$ cat src/hw/rtl/sitoa_pkg.sv
// shared constants and helpers for the signed integer to decimal text converter
// no dependencies
package sitoa_pkg;

    localparam int VALUE_BITS_DEF  = 32;
    localparam int QUEUE_DEPTH_DEF = 2;
    localparam int IN_BITS         = 32;
    localparam int CHAR_BITS       = 8;

    localparam logic [CHAR_BITS-1:0] DIGIT_ZERO = 8'd48;
    localparam logic [CHAR_BITS-1:0] DIGIT_NINE = 8'd57;
    localparam logic [CHAR_BITS-1:0] MINUS_CODE = 8'd45;

    // decimal digits needed for a magnitude of up to 2^(vb-1), log10(2) ~ 1233/4096
    function automatic int bcd_digits(input int vb);
        return ((vb * 1233) >> 12) + 1;
    endfunction

endpackage

$ cat src/hw/rtl/sitoa_fifo.sv
// small register queue between the front and the back of the converter
// uses sitoa_pkg
module sitoa_fifo
    import sitoa_pkg::*;
#(
    parameter int WIDTH = VALUE_BITS_DEF + 1,
    parameter int DEPTH = QUEUE_DEPTH_DEF
)
(
    input  logic             clk,
    input  logic             rst_n,
    input  logic             push,
    input  logic [WIDTH-1:0] push_data,
    output logic             full,
    input  logic             pop,
    output logic [WIDTH-1:0] pop_data,
    output logic             not_empty
);

    localparam int PTR_BITS = (DEPTH > 1) ? $clog2(DEPTH) : 1;
    localparam int CNT_BITS = $clog2(DEPTH + 1);

    logic [WIDTH-1:0]    mem_reg [DEPTH];
    logic [PTR_BITS-1:0] wr_ptr_reg;
    logic [PTR_BITS-1:0] rd_ptr_reg;
    logic [CNT_BITS-1:0] count_reg;
    logic                do_push;
    logic                do_pop;

    assign full      = (count_reg == CNT_BITS'(DEPTH));
    assign not_empty = (count_reg != '0);
    assign do_push   = push && !full;
    assign do_pop    = pop && not_empty;
    assign pop_data  = mem_reg[rd_ptr_reg];

    always_ff @(posedge clk)
    begin
        if (do_push)
        begin
            mem_reg[wr_ptr_reg] <= push_data;
        end
    end

    always_ff @(posedge clk or negedge rst_n)
    begin
        if (!rst_n)
        begin
            wr_ptr_reg <= '0;
            rd_ptr_reg <= '0;
            count_reg  <= '0;
        end
        else
        begin
            if (do_push)
            begin
                wr_ptr_reg <= (wr_ptr_reg == PTR_BITS'(DEPTH - 1)) ? '0 : wr_ptr_reg + 1'b1;
            end
            if (do_pop)
            begin
                rd_ptr_reg <= (rd_ptr_reg == PTR_BITS'(DEPTH - 1)) ? '0 : rd_ptr_reg + 1'b1;
            end
            if (do_push && !do_pop)
            begin
                count_reg <= count_reg + 1'b1;
            end
            else if (do_pop && !do_push)
            begin
                count_reg <= count_reg - 1'b1;
            end
        end
    end

endmodule

$ cat src/hw/rtl/sitoa_front.sv
// input side: takes a word, splits it into sign and magnitude, pushes to the queue
// uses sitoa_pkg and sitoa_fifo
module sitoa_front
    import sitoa_pkg::*;
#(
    parameter int VALUE_BITS  = VALUE_BITS_DEF,
    parameter int QUEUE_DEPTH = QUEUE_DEPTH_DEF
)
(
    input  logic                  clk,
    input  logic                  rst_n,
    input  logic                  s_tvalid,
    output logic                  s_tready,
    input  logic [IN_BITS-1:0]    s_tdata,
    input  logic                  q_pop,
    output logic                  q_valid,
    output logic                  q_neg,
    output logic [VALUE_BITS-1:0] q_mag
);

    logic [VALUE_BITS+IN_BITS-1:0] wide;
    logic [VALUE_BITS-1:0]         raw;
    logic                          neg;
    logic [VALUE_BITS-1:0]         mag;
    logic                          q_full;
    logic [VALUE_BITS:0]           q_data;

    // bits above VALUE_BITS are dropped, missing upper bits read as zero
    assign wide = (VALUE_BITS + IN_BITS)'(s_tdata);
    assign raw  = wide[VALUE_BITS-1:0];
    assign neg  = raw[VALUE_BITS-1];
    assign mag  = neg ? (~raw + 1'b1) : raw;

    assign s_tready = !q_full;
    assign q_neg    = q_data[VALUE_BITS];
    assign q_mag    = q_data[VALUE_BITS-1:0];

    sitoa_fifo #(
        .WIDTH (VALUE_BITS + 1),
        .DEPTH (QUEUE_DEPTH)
    ) u_fifo (
        .clk       (clk),
        .rst_n     (rst_n),
        .push      (s_tvalid),
        .push_data ({neg, mag}),
        .full      (q_full),
        .pop       (q_pop),
        .pop_data  (q_data),
        .not_empty (q_valid)
    );

endmodule

$ cat src/hw/rtl/sitoa_back.sv
// back side: binary to bcd by shift and add-3, then emits sign and digits
// uses sitoa_pkg
module sitoa_back
    import sitoa_pkg::*;
#(
    parameter int VALUE_BITS = VALUE_BITS_DEF
)
(
    input  logic                  clk,
    input  logic                  rst_n,
    input  logic                  q_valid,
    input  logic                  q_neg,
    input  logic [VALUE_BITS-1:0] q_mag,
    output logic                  q_pop,
    output logic                  m_tvalid,
    input  logic                  m_tready,
    output logic [CHAR_BITS-1:0]  m_tdata,
    output logic                  m_tlast
);

    localparam int NDIG     = bcd_digits(VALUE_BITS);
    localparam int BCD_BITS = NDIG * 4;
    localparam int CNT_BITS = $clog2(VALUE_BITS);
    localparam int IDX_BITS = $clog2(NDIG);

    typedef enum logic [2:0] {
        ST_IDLE,
        ST_CONV,
        ST_FIND,
        ST_SIGN,
        ST_DIGITS
    } state_t;

    state_t                state_reg;
    logic [VALUE_BITS-1:0] mag_reg;
    logic                  neg_reg;
    logic [BCD_BITS-1:0]   bcd_reg;
    logic [CNT_BITS-1:0]   bit_cnt_reg;
    logic [IDX_BITS-1:0]   idx_reg;

    logic [BCD_BITS-1:0]   bcd_adj;
    logic [IDX_BITS-1:0]   top_idx;
    logic [3:0]            cur_digit;
    logic                  out_free;
    logic                  load_char;

    always_comb
    begin
        for (int i = 0; i < NDIG; i++)
        begin
            bcd_adj[i*4 +: 4] = (bcd_reg[i*4 +: 4] >= 4'd5) ? bcd_reg[i*4 +: 4] + 4'd3
                                                           : bcd_reg[i*4 +: 4];
        end
    end

    // highest nonzero digit, zero gives index 0
    always_comb
    begin
        top_idx = '0;
        for (int i = 0; i < NDIG; i++)
        begin
            if (bcd_reg[i*4 +: 4] != 4'd0)
            begin
                top_idx = IDX_BITS'(i);
            end
        end
    end

    assign cur_digit = bcd_reg[idx_reg*4 +: 4];
    assign out_free  = !m_tvalid || m_tready;
    assign q_pop     = (state_reg == ST_IDLE) && q_valid;
    // a new word goes into the output register this cycle
    assign load_char = ((state_reg == ST_SIGN) || (state_reg == ST_DIGITS)) && out_free;

    always_ff @(posedge clk or negedge rst_n)
    begin
        if (!rst_n)
        begin
            state_reg   <= ST_IDLE;
            mag_reg     <= '0;
            neg_reg     <= 1'b0;
            bcd_reg     <= '0;
            bit_cnt_reg <= '0;
            idx_reg     <= '0;
            m_tvalid    <= 1'b0;
            m_tdata     <= '0;
            m_tlast     <= 1'b0;
        end
        else
        begin
            if (load_char)
            begin
                m_tvalid <= 1'b1;
            end
            else if (m_tready)
            begin
                m_tvalid <= 1'b0;
            end
            case (state_reg)
                ST_IDLE:
                begin
                    if (q_valid)
                    begin
                        mag_reg     <= q_mag;
                        neg_reg     <= q_neg;
                        bcd_reg     <= '0;
                        bit_cnt_reg <= CNT_BITS'(VALUE_BITS - 1);
                        state_reg   <= ST_CONV;
                    end
                end
                ST_CONV:
                begin
                    bcd_reg <= {bcd_adj[BCD_BITS-2:0], mag_reg[VALUE_BITS-1]};
                    mag_reg <= mag_reg << 1;
                    if (bit_cnt_reg == '0)
                    begin
                        state_reg <= ST_FIND;
                    end
                    else
                    begin
                        bit_cnt_reg <= bit_cnt_reg - 1'b1;
                    end
                end
                ST_FIND:
                begin
                    idx_reg   <= top_idx;
                    state_reg <= neg_reg ? ST_SIGN : ST_DIGITS;
                end
                ST_SIGN:
                begin
                    if (out_free)
                    begin
                        m_tdata   <= MINUS_CODE;
                        m_tlast   <= 1'b0;
                        state_reg <= ST_DIGITS;
                    end
                end
                ST_DIGITS:
                begin
                    if (out_free)
                    begin
                        m_tdata  <= DIGIT_ZERO + CHAR_BITS'(cur_digit);
                        m_tlast  <= (idx_reg == '0);
                        if (idx_reg == '0)
                        begin
                            state_reg <= ST_IDLE;
                        end
                        else
                        begin
                            idx_reg <= idx_reg - 1'b1;
                        end
                    end
                end
                default:
                begin
                    state_reg <= ST_IDLE;
                end
            endcase
        end
    end

    a_char_range: assert property (@(posedge clk) disable iff (!rst_n)
        m_tvalid |-> (m_tdata == MINUS_CODE) ||
                     ((m_tdata >= DIGIT_ZERO) && (m_tdata <= DIGIT_NINE)))
        else $error("output word is neither a digit nor a minus sign");

    a_last_is_digit: assert property (@(posedge clk) disable iff (!rst_n)
        (m_tvalid && m_tlast) |-> (m_tdata != MINUS_CODE))
        else $error("minus sign flagged as last word");

    a_pop_when_idle: assert property (@(posedge clk) disable iff (!rst_n)
        q_pop |=> (state_reg == ST_CONV) && (bcd_reg == '0))
        else $error("queue pop did not start a conversion");

    a_sign_needs_neg: assert property (@(posedge clk) disable iff (!rst_n)
        (state_reg == ST_SIGN) |-> neg_reg)
        else $error("sign state entered for a non-negative value");

endmodule

$ cat src/hw/rtl/signed_int_to_decimal_ascii.sv
// top level of the signed integer to decimal text converter
// uses sitoa_pkg, sitoa_front (with sitoa_fifo) and sitoa_back
//
//  channel | dir | payload
//  s_*     | in  | tdata[31:0] value (signed)
//  m_*     | out | tdata[7:0] char_code, tlast last_char
//
// one input word gives up to 11 output words at 32 bits (sign plus digits)
// per item: the back takes the word from the queue, runs one shift/add-3 step
// per magnitude bit in the bcd converter, finds the top digit, then sends one
// char per cycle unless the output stalls; the queue takes new words while the
// back converts; rst_n clears all control; a stalled output word holds the back
// in place until taken
module signed_int_to_decimal_ascii
    import sitoa_pkg::*;
#(
    parameter int VALUE_BITS  = VALUE_BITS_DEF,
    parameter int QUEUE_DEPTH = QUEUE_DEPTH_DEF
)
(
    input  logic                 clk,
    input  logic                 rst_n,
    input  logic                 s_tvalid,
    output logic                 s_tready,
    input  logic [IN_BITS-1:0]   s_tdata,   // [31:0] value
    output logic                 m_tvalid,
    input  logic                 m_tready,
    output logic [CHAR_BITS-1:0] m_tdata,   // [7:0] char_code
    output logic                 m_tlast
);

    logic                  q_pop;
    logic                  q_valid;
    logic                  q_neg;
    logic [VALUE_BITS-1:0] q_mag;

    sitoa_front #(
        .VALUE_BITS  (VALUE_BITS),
        .QUEUE_DEPTH (QUEUE_DEPTH)
    ) u_front (
        .clk      (clk),
        .rst_n    (rst_n),
        .s_tvalid (s_tvalid),
        .s_tready (s_tready),
        .s_tdata  (s_tdata),
        .q_pop    (q_pop),
        .q_valid  (q_valid),
        .q_neg    (q_neg),
        .q_mag    (q_mag)
    );

    sitoa_back #(
        .VALUE_BITS (VALUE_BITS)
    ) u_back (
        .clk      (clk),
        .rst_n    (rst_n),
        .q_valid  (q_valid),
        .q_neg    (q_neg),
        .q_mag    (q_mag),
        .q_pop    (q_pop),
        .m_tvalid (m_tvalid),
        .m_tready (m_tready),
        .m_tdata  (m_tdata),
        .m_tlast  (m_tlast)
    );

endmodule

$ cat config.mk
export PLATFORM = sky130hd
export DESIGN_NAME = signed_int_to_decimal_ascii
export DESIGN_NICKNAME = d
export VERILOG_FILES = /design/src/hw/rtl/sitoa_pkg.sv /design/src/hw/rtl/sitoa_fifo.sv /design/src/hw/rtl/sitoa_front.sv /design/src/hw/rtl/sitoa_back.sv /design/src/hw/rtl/signed_int_to_decimal_ascii.sv
export SDC_FILE = /design/constraint.sdc
export NUM_CORES = 1
export LEC_CHECK = 0
export BUFFER_PORTS_ARGS = -buffer_cell sky130_fd_sc_hd__buf_2
export CELL_PAD_IN_SITES_DETAIL_PLACEMENT = 0
export CELL_PAD_IN_SITES_GLOBAL_PLACEMENT = 2
export CORE_ASPECT_RATIO = 1.1
export CORE_MARGIN = 10
export CORE_UTILIZATION = 38
export DETAILED_ROUTE_END_ITERATION = 8
export GPL_TIMING_DRIVEN = 0
export PLACE_DENSITY_LB_ADDON = 0.1
export SLEW_MARGIN = 20
export SYNTH_ARGS = -nofsm -noshare
export SYNTH_HDL_FRONTEND = slang
export SYNTH_SLANG_ARGS = --single-unit
$ cat constraint.sdc
create_clock -name clk -period 2.4 [get_ports clk]
set_clock_uncertainty 0.15 [all_clocks]
set_input_delay 0.12 -clock clk [delete_from_list [all_inputs] [get_ports clk]]
set_output_delay 0.12 -clock clk [all_outputs]
set_load 0.02 [all_outputs]
# Word-level counts from Yosys, hierarchy flattened
# Memory sizes are Yosys's and may differ from the RTL's.
# Index checks and enable logic that the tools add are counted.
# Widths: inputs -> output; s select.
totals:
  ramBits: 66
  memories: 1
  register_bits: 99
  out_inout_bits: 11
mem_list:
  columns: ["name", "depth", "width", "rd", "rd_clocked_by_memory_dff", "wr", "line", "rtl"]
  rows:
  - ["u_front.u_fifo.mem_reg", 2, 33, 1, 0, 1, "sitoa_fifo.sv:23", "logic [WIDTH-1:0] mem_reg [DEPTH];"]
classes:
  addsub: 18
  n_mux: 51
  eq_ne: 12
  n_reduce_logical: 36
  shifts: 1
  n_lt_le_gt_ge: 10
  bitwise_logic: 1
op_table:
  columns: ["operator", "count"]
  rows:
  - ["$pmux 40 s2", 1]
  - ["$mux 32", 2]
  - ["$pmux 32 s2", 1]
  - ["$mux 4", 13]
  - ["$ge 4x3->1 const B", 10]
  - ["$mux 40", 1]
  - ["$shiftx 40x7->4", 1]
  - ["$add 4x2->4 const B", 9]
  - ["$reduce_bool 4->1", 9]
  - ["$mux 3", 11]
  - ["$add 32x1->32 const B", 1]
  - ["$not 32->32", 1]
  - ["$mux 8", 2]
  - ["$pmux 8 s2", 1]
  - ["$pmux 3 s5", 1]
  - ["$reduce_bool 2->1", 6]
  - ["$mux 5", 2]
  - ["$pmux 5 s2", 1]
  - ["$mux 1", 9]
  - ["$reduce_and 3->1", 3]
  - ["$mux 2", 4]
  - ["$ne 2x1->1 const B", 4]
  - ["$pmux 4 s2", 1]
  - ["$add 6x4->7 const A", 1]
  - ["20 further kinds", 34]

# Logic depth before layout (Yosys ltp)
depth:
  word_depth: 11
  depth_mapped: 8

# Modules after synthesis
# A second synthesis with hierarchy kept.
unflattened:
  hier_cells: 724
  hier_area_um2: 8608.3
by_module_without_submodules:
  columns: ["module", "instances", "area_per_inst_um2", "cells_per_inst"]
  rows:
  - ["sitoa_back", 1, 5122.4, 507]
  - ["sitoa_fifo", 1, 2733.9, 122]
  - ["sitoa_front", 1, 752.0, 95]

# Worst setup path after synthesis
# No wires, ideal clock.
synth_timing:
  kind: "flip-flop to flip-flop"
  from: "register u_front.u_fifo.count_reg[0]"
  to: "memory u_front.u_fifo.mem_reg[0][0] (netlist bit), enable pin"
  path_slack_ns: -0.376
  stages_incl_launch_ff: 4
  required_ns: 1.827
  n_path_buf: 0
  arrival_ns: 2.203
  path_cell_list: "dfrtp_1 -> nand2b_1 -> nand2_1 -> nor2_1"
synth_between:
  elab_chain_cells: 5
synth_rtl:
  columns: ["item", "line", "rtl"]
  rows:
  - ["start, declared", "sitoa_fifo.sv:26", "logic [CNT_BITS-1:0] count_reg;"]
  - ["start signal, assigned", "sitoa_fifo.sv:64", "count_reg <= count_reg + 1'b1;"]
  - ["start signal, assigned", "sitoa_fifo.sv:68", "count_reg <= count_reg - 1'b1;"]
  - ["$eq 2x2->1", "sitoa_fifo.sv:30", "assign full = (count_reg == CNT_BITS'(DEPTH));"]
  - ["$logic_not 1->1", null, null]
  - ["named net s_tready", "signed_int_to_decimal_ascii.sv:24", "output logic s_tready,"]
  - ["$logic_and 1x1->1", "sitoa_fifo.sv:32", "assign do_push = push && !full;"]
  - ["$mux 1", "sitoa_fifo.sv:38", "if (do_push)"]
  - ["$mux 1 (not written as such)", "sitoa_fifo.sv:40", "mem_reg[wr_ptr_reg] <= push_data;"]
  - ["end, declared", "sitoa_fifo.sv:23", null]
# The timed path passes the listed nets, and every way through them passes these cells.

# Final worst setup path
layout_timing:
  from: "register u_back.idx_reg[0]"
  to: "register u_back.idx_reg[2]"
layout_between:
  elab_chain_cells: 4
  word_cells_on_any_way: 7
  cone_classes: "1 x add/sub; 1 x eq/ne; 3 x mux; 2 x reduce/logical"
layout_rtl:
  columns: ["item", "line", "rtl"]
  rows:
  - ["start, declared", "sitoa_back.sv:39", "logic [IDX_BITS-1:0] idx_reg;"]
  - ["start signal, assigned", "sitoa_back.sv:126", "idx_reg <= top_idx;"]
  - ["start signal, assigned", "sitoa_back.sv:150", "idx_reg <= idx_reg - 1'b1;"]
  - ["$sub 4x1->4", "sitoa_back.sv:150", null]
  - ["$mux 4", "sitoa_back.sv:144", "if (idx_reg == '0)"]
  - ["$mux 4", "sitoa_back.sv:140", "if (out_free)"]
  - ["$pmux 4 s2", "sitoa_back.sv:99", "case (state_reg)"]
# Several ways; a longest one is shown, not always the timed one. The select of a mux whose other input is x is not followed.
# A chain may end at the register's enable or synchronous reset.

==> flow_summary.toml <==
[power_and_ir_drop]
switching_power_uw = 4227
swShare_pct = 38.49
p_leak_uw = 0.003844
irDropWorstVdd_uv = 358.1
pwr-share-comb_pct = 38.0
p_total_uw = 10980
p_per_area_nw_per_um2 = 1081
power.internal_uw = 6754
seqPwrFrac_pct = 37.3
clock_power_share_pct = 24.7

[finish]
regArea_sq_um = 4409
nFillCells = 2111
fin_cells = 1159
drive_above_1_share_pct = 19.44
final_area_sq_um = 10160
largest_reg_flops = 66
fin_nets = 912
multiInputGateArea_sq_um = 3802
syn_to_final_growth_pct = 20.62
antenna_cells = 0

[synth]
syn_area_sq_um = 8421
ys_ff_latch = 163
synth_edf_count = 66
synthArstFlopShare_pct = 59.51
synth.distinct_cells = 59
yosysTopAreaCellShare_pct = 28.83
syn_avg_cell_area_sq_um = 11.27
synth_cells = 747
post-synth-top-count-cell = "dfrtp_1"
yosysTopAreaCell = "dfrtp_1"
ys_top_cells_by_area = "dfrtp_1 29%, edfxtp_1 24%, mux2_2 5.2%, xnor2_1 4.4%, ha_1 3.7%"
synthFlopType = "dfrtp_1"
synth_warnings = 0
yosys-top-cells-count = "97 x dfrtp_1, 77 x nor2_1, 66 x edfxtp_1"
ys_seq_area_share_pct = 52.36

[sta]
max_slew_margin_pct = 42.58
period_minus_slack_ns = 2.273
fmax_ghz = 0.4399
hold_violations = 0
min_period_over_period_pct = 94.72
rsz0062_at_grt = "false"
setup_violations = 0
drv_slew = 0
worst_pin_slew_ns = 0.8613
worst_slack_ns = 0.1268
fin_setup_tns_ns = 0

[worst_setup_path]
r2r_start = "u_back.idx_reg[0]"
crit_path_max_fanout = 10
cpMaxStageDelayCell = "or3b_2"
worstPathRequired_ns = 2.55
r2r_cells = 8
crit_path_max_incr_delay_ns = 0.49
reg2reg_setup_slack_ns = 0.13
critical_path.cell_chain = "buf_2 > buf_6 > inv_1 > ha_2 > or3b_2 > a31oi_4 > or2_4 > o21ai_0"
startpoint_type = "flip-flop"
worst_setup_path_end_kind = "flip-flop"
r2r_end = "u_back.idx_reg[2]"
criticalPathCategory = "flip-flop to flip-flop"
crit_arrival_ns = 2.42

[die]
rows = 57
die_w_microns = 161.9
coreArea_sq_um = 21970
ios = 47
fp.dieH_microns = 176.1
initial_utilization_pct = 38.33
dieArea_sq_um = 28520

[route]
wire_per_inst_microns = 17.96
route.detailed.drc = 0
drt_iter0_markers = 299
wl_microns = 20810
avgViaCountPerCell = 5.223
drt_pass1_iterations = 4
num_vias = 6053
ant_nets = 0

[global_routing]
grt_pass1_vias = 6524
grt_antenna_before_repair = 0
grt_max_degree = 64
grt.total_usage_pct = 15.10
grt_pass1_wl_microns = 34520
overflow = 0

[clock_network]
path_clk_slew_ns = 0.08
clk_latency_ns = 0.43
cts_buffers = 17
clock-root-buffer = "clkbuf_16"
cts_tree = "built"
htree_levels = 4
cts.sinks = 163
ctsLongestPathBuffers = 2

[job]
maxCapViolations = 0

[place]
dp_cells = 1090
place_ws_ns = -0.7805
dpl_cell_area_sq_um = 9111
io_buffers = 44
hpwl_microns = 15310
gp_congestion = 0.8141

[worst_hold_path]
min_path_type = "input port to asynchronous set/reset pin"

[status]
outcome = "completed"
-- power by group through the flow --
stage | registers (uW) | clock network, uW | logic (uW)
2_1_floorplan | 4090 | 0 | 2790
3_3_place_gp | 4130 | 0 | 3910
3_5_place_dp | 4140 | 0 | 4070
4_1_cts | 4100 | 2770 | 4200
5_1_grt | 4180 | 2920 | 4640
6_report | 4090 | 2710 | 4180
-- worst max-delay path: cells and delay by family (launching register included) --
kind,cells,cell delay (ns)
buffers and inverters,3,0.44
AOI/OAI and AO/OA,2,0.31
and+or+nand+nor,2,0.67
DFF,1,0.36
adders and majority gates,1,0.21
-- worst max path at each step --
stage	startpoint	to	slack [ns]	cells after the start
2_1_floorplan	u_back.idx_reg[0]	u_back.idx_reg[2]	0.09	8
3_3_place_gp	u_back.state_reg[2]	u_front.u_fifo.count_reg[1]	-0.67	8
3_5_place_dp	u_back.state_reg[2]	u_front.u_fifo.count_reg[1]	-0.78	8
4_1_cts	s_tdata[11]	u_front.u_fifo.mem_reg[1][26]	0.02	7
5_1_grt	u_back.state_reg[2]	u_front.u_fifo.count_reg[1]	0.003	8
6_report	u_back.idx_reg[0]	u_back.idx_reg[2]	0.13	8
-- cells in the final DEF, fill, tap and decap left out, types with 5 or more instances in the layout --
| cell | count |
|---|---|
| nand2_1 | 49 |
| nor3b_1 | 10 |
| nand2b_1 | 19 |
| clkbuf_16 | 17 |
| buf_2 | 47 |
| clkbuf_2 | 6 |
| o31ai_1 | 20 |
| mux4_2 | 8 |
| nor2_1 | 76 |
| or3_1 | 5 |
| a21oi_1 | 14 |
| dlygate4sd3_1 | 34 |
| xor2_1 | 13 |
| or3b_2 | 6 |
| buf_4 | 6 |
| o41ai_1 | 6 |
| inv_1 | 32 |
| mux2_2 | 39 |
| dfrtp_1 | 97 |
| a32o_1 | 10 |
| ha_1 | 24 |
| o32ai_1 | 8 |
| xnor2_1 | 42 |
| o22ai_1 | 50 |
| nor3_1 | 6 |
| clkbuf_1 | 25 |
| o21ai_0 | 25 |
| mux2i_1 | 14 |
| edfxtp_1 | 66 |
-- stage by stage --
stage | util, % | hold slack [ns]
after detailed placement | 41.48 | -0.1058
after floorplan | - | -0.3256
after global placement | 41.05 | 0.2340
final | 46.24 | 0.001980
after global routing | 46.24 | 0.03043
after CTS | 45.96 | 0.01637
-- layer usage --
layer  track usage (%)  up-vias  share of wire, %
met3             2.795       17               2.8
met1             17.40     2994                42
li1                  -     2950                 -
met4             4.097        0              0.99
met2             27.92       92                54
met5                 0        -                 0
-- cell families after synthesis --
family | Yosys count | share of synthesized area (%)
AND/OR/NAND/NOR | 209 | 12.48
multiplexers | 61 | 9.019
XOR/XNOR | 55 | 5.721
other | 1 | 0.04453
buffers and inverters | 74 | 3.447
flip-flops | 163 | 52.36
AO/OA/AOI/OAI | 159 | 13.21
adder cells (fa/ha/maj) | 25 | 3.715
-- area by class of cell --
cell class	instances	share of cell area, %
Timing Repair Buffer	85	6.689
Sequential cell	163	43.41
Multi-Input combinational cell	511	37.44
Clock buffer	17	4.188
Tap cell	295	3.634
Inverter	32	1.183
Clock inverter	15	1.638
Buffer	41	1.823
-- timing repair --
item | in CTS | in global routing
endpoints found under the hold margin | 161 | 0
endpoints found under the setup margin | 82 | 38
buffers inserted | 0 | 4
pin swaps | 1 | 3
gates resized for setup | 13 | 12
gates cloned | 0 | 0
hold buffers | 34 | 0
Power figures use the tool's default switching activity.
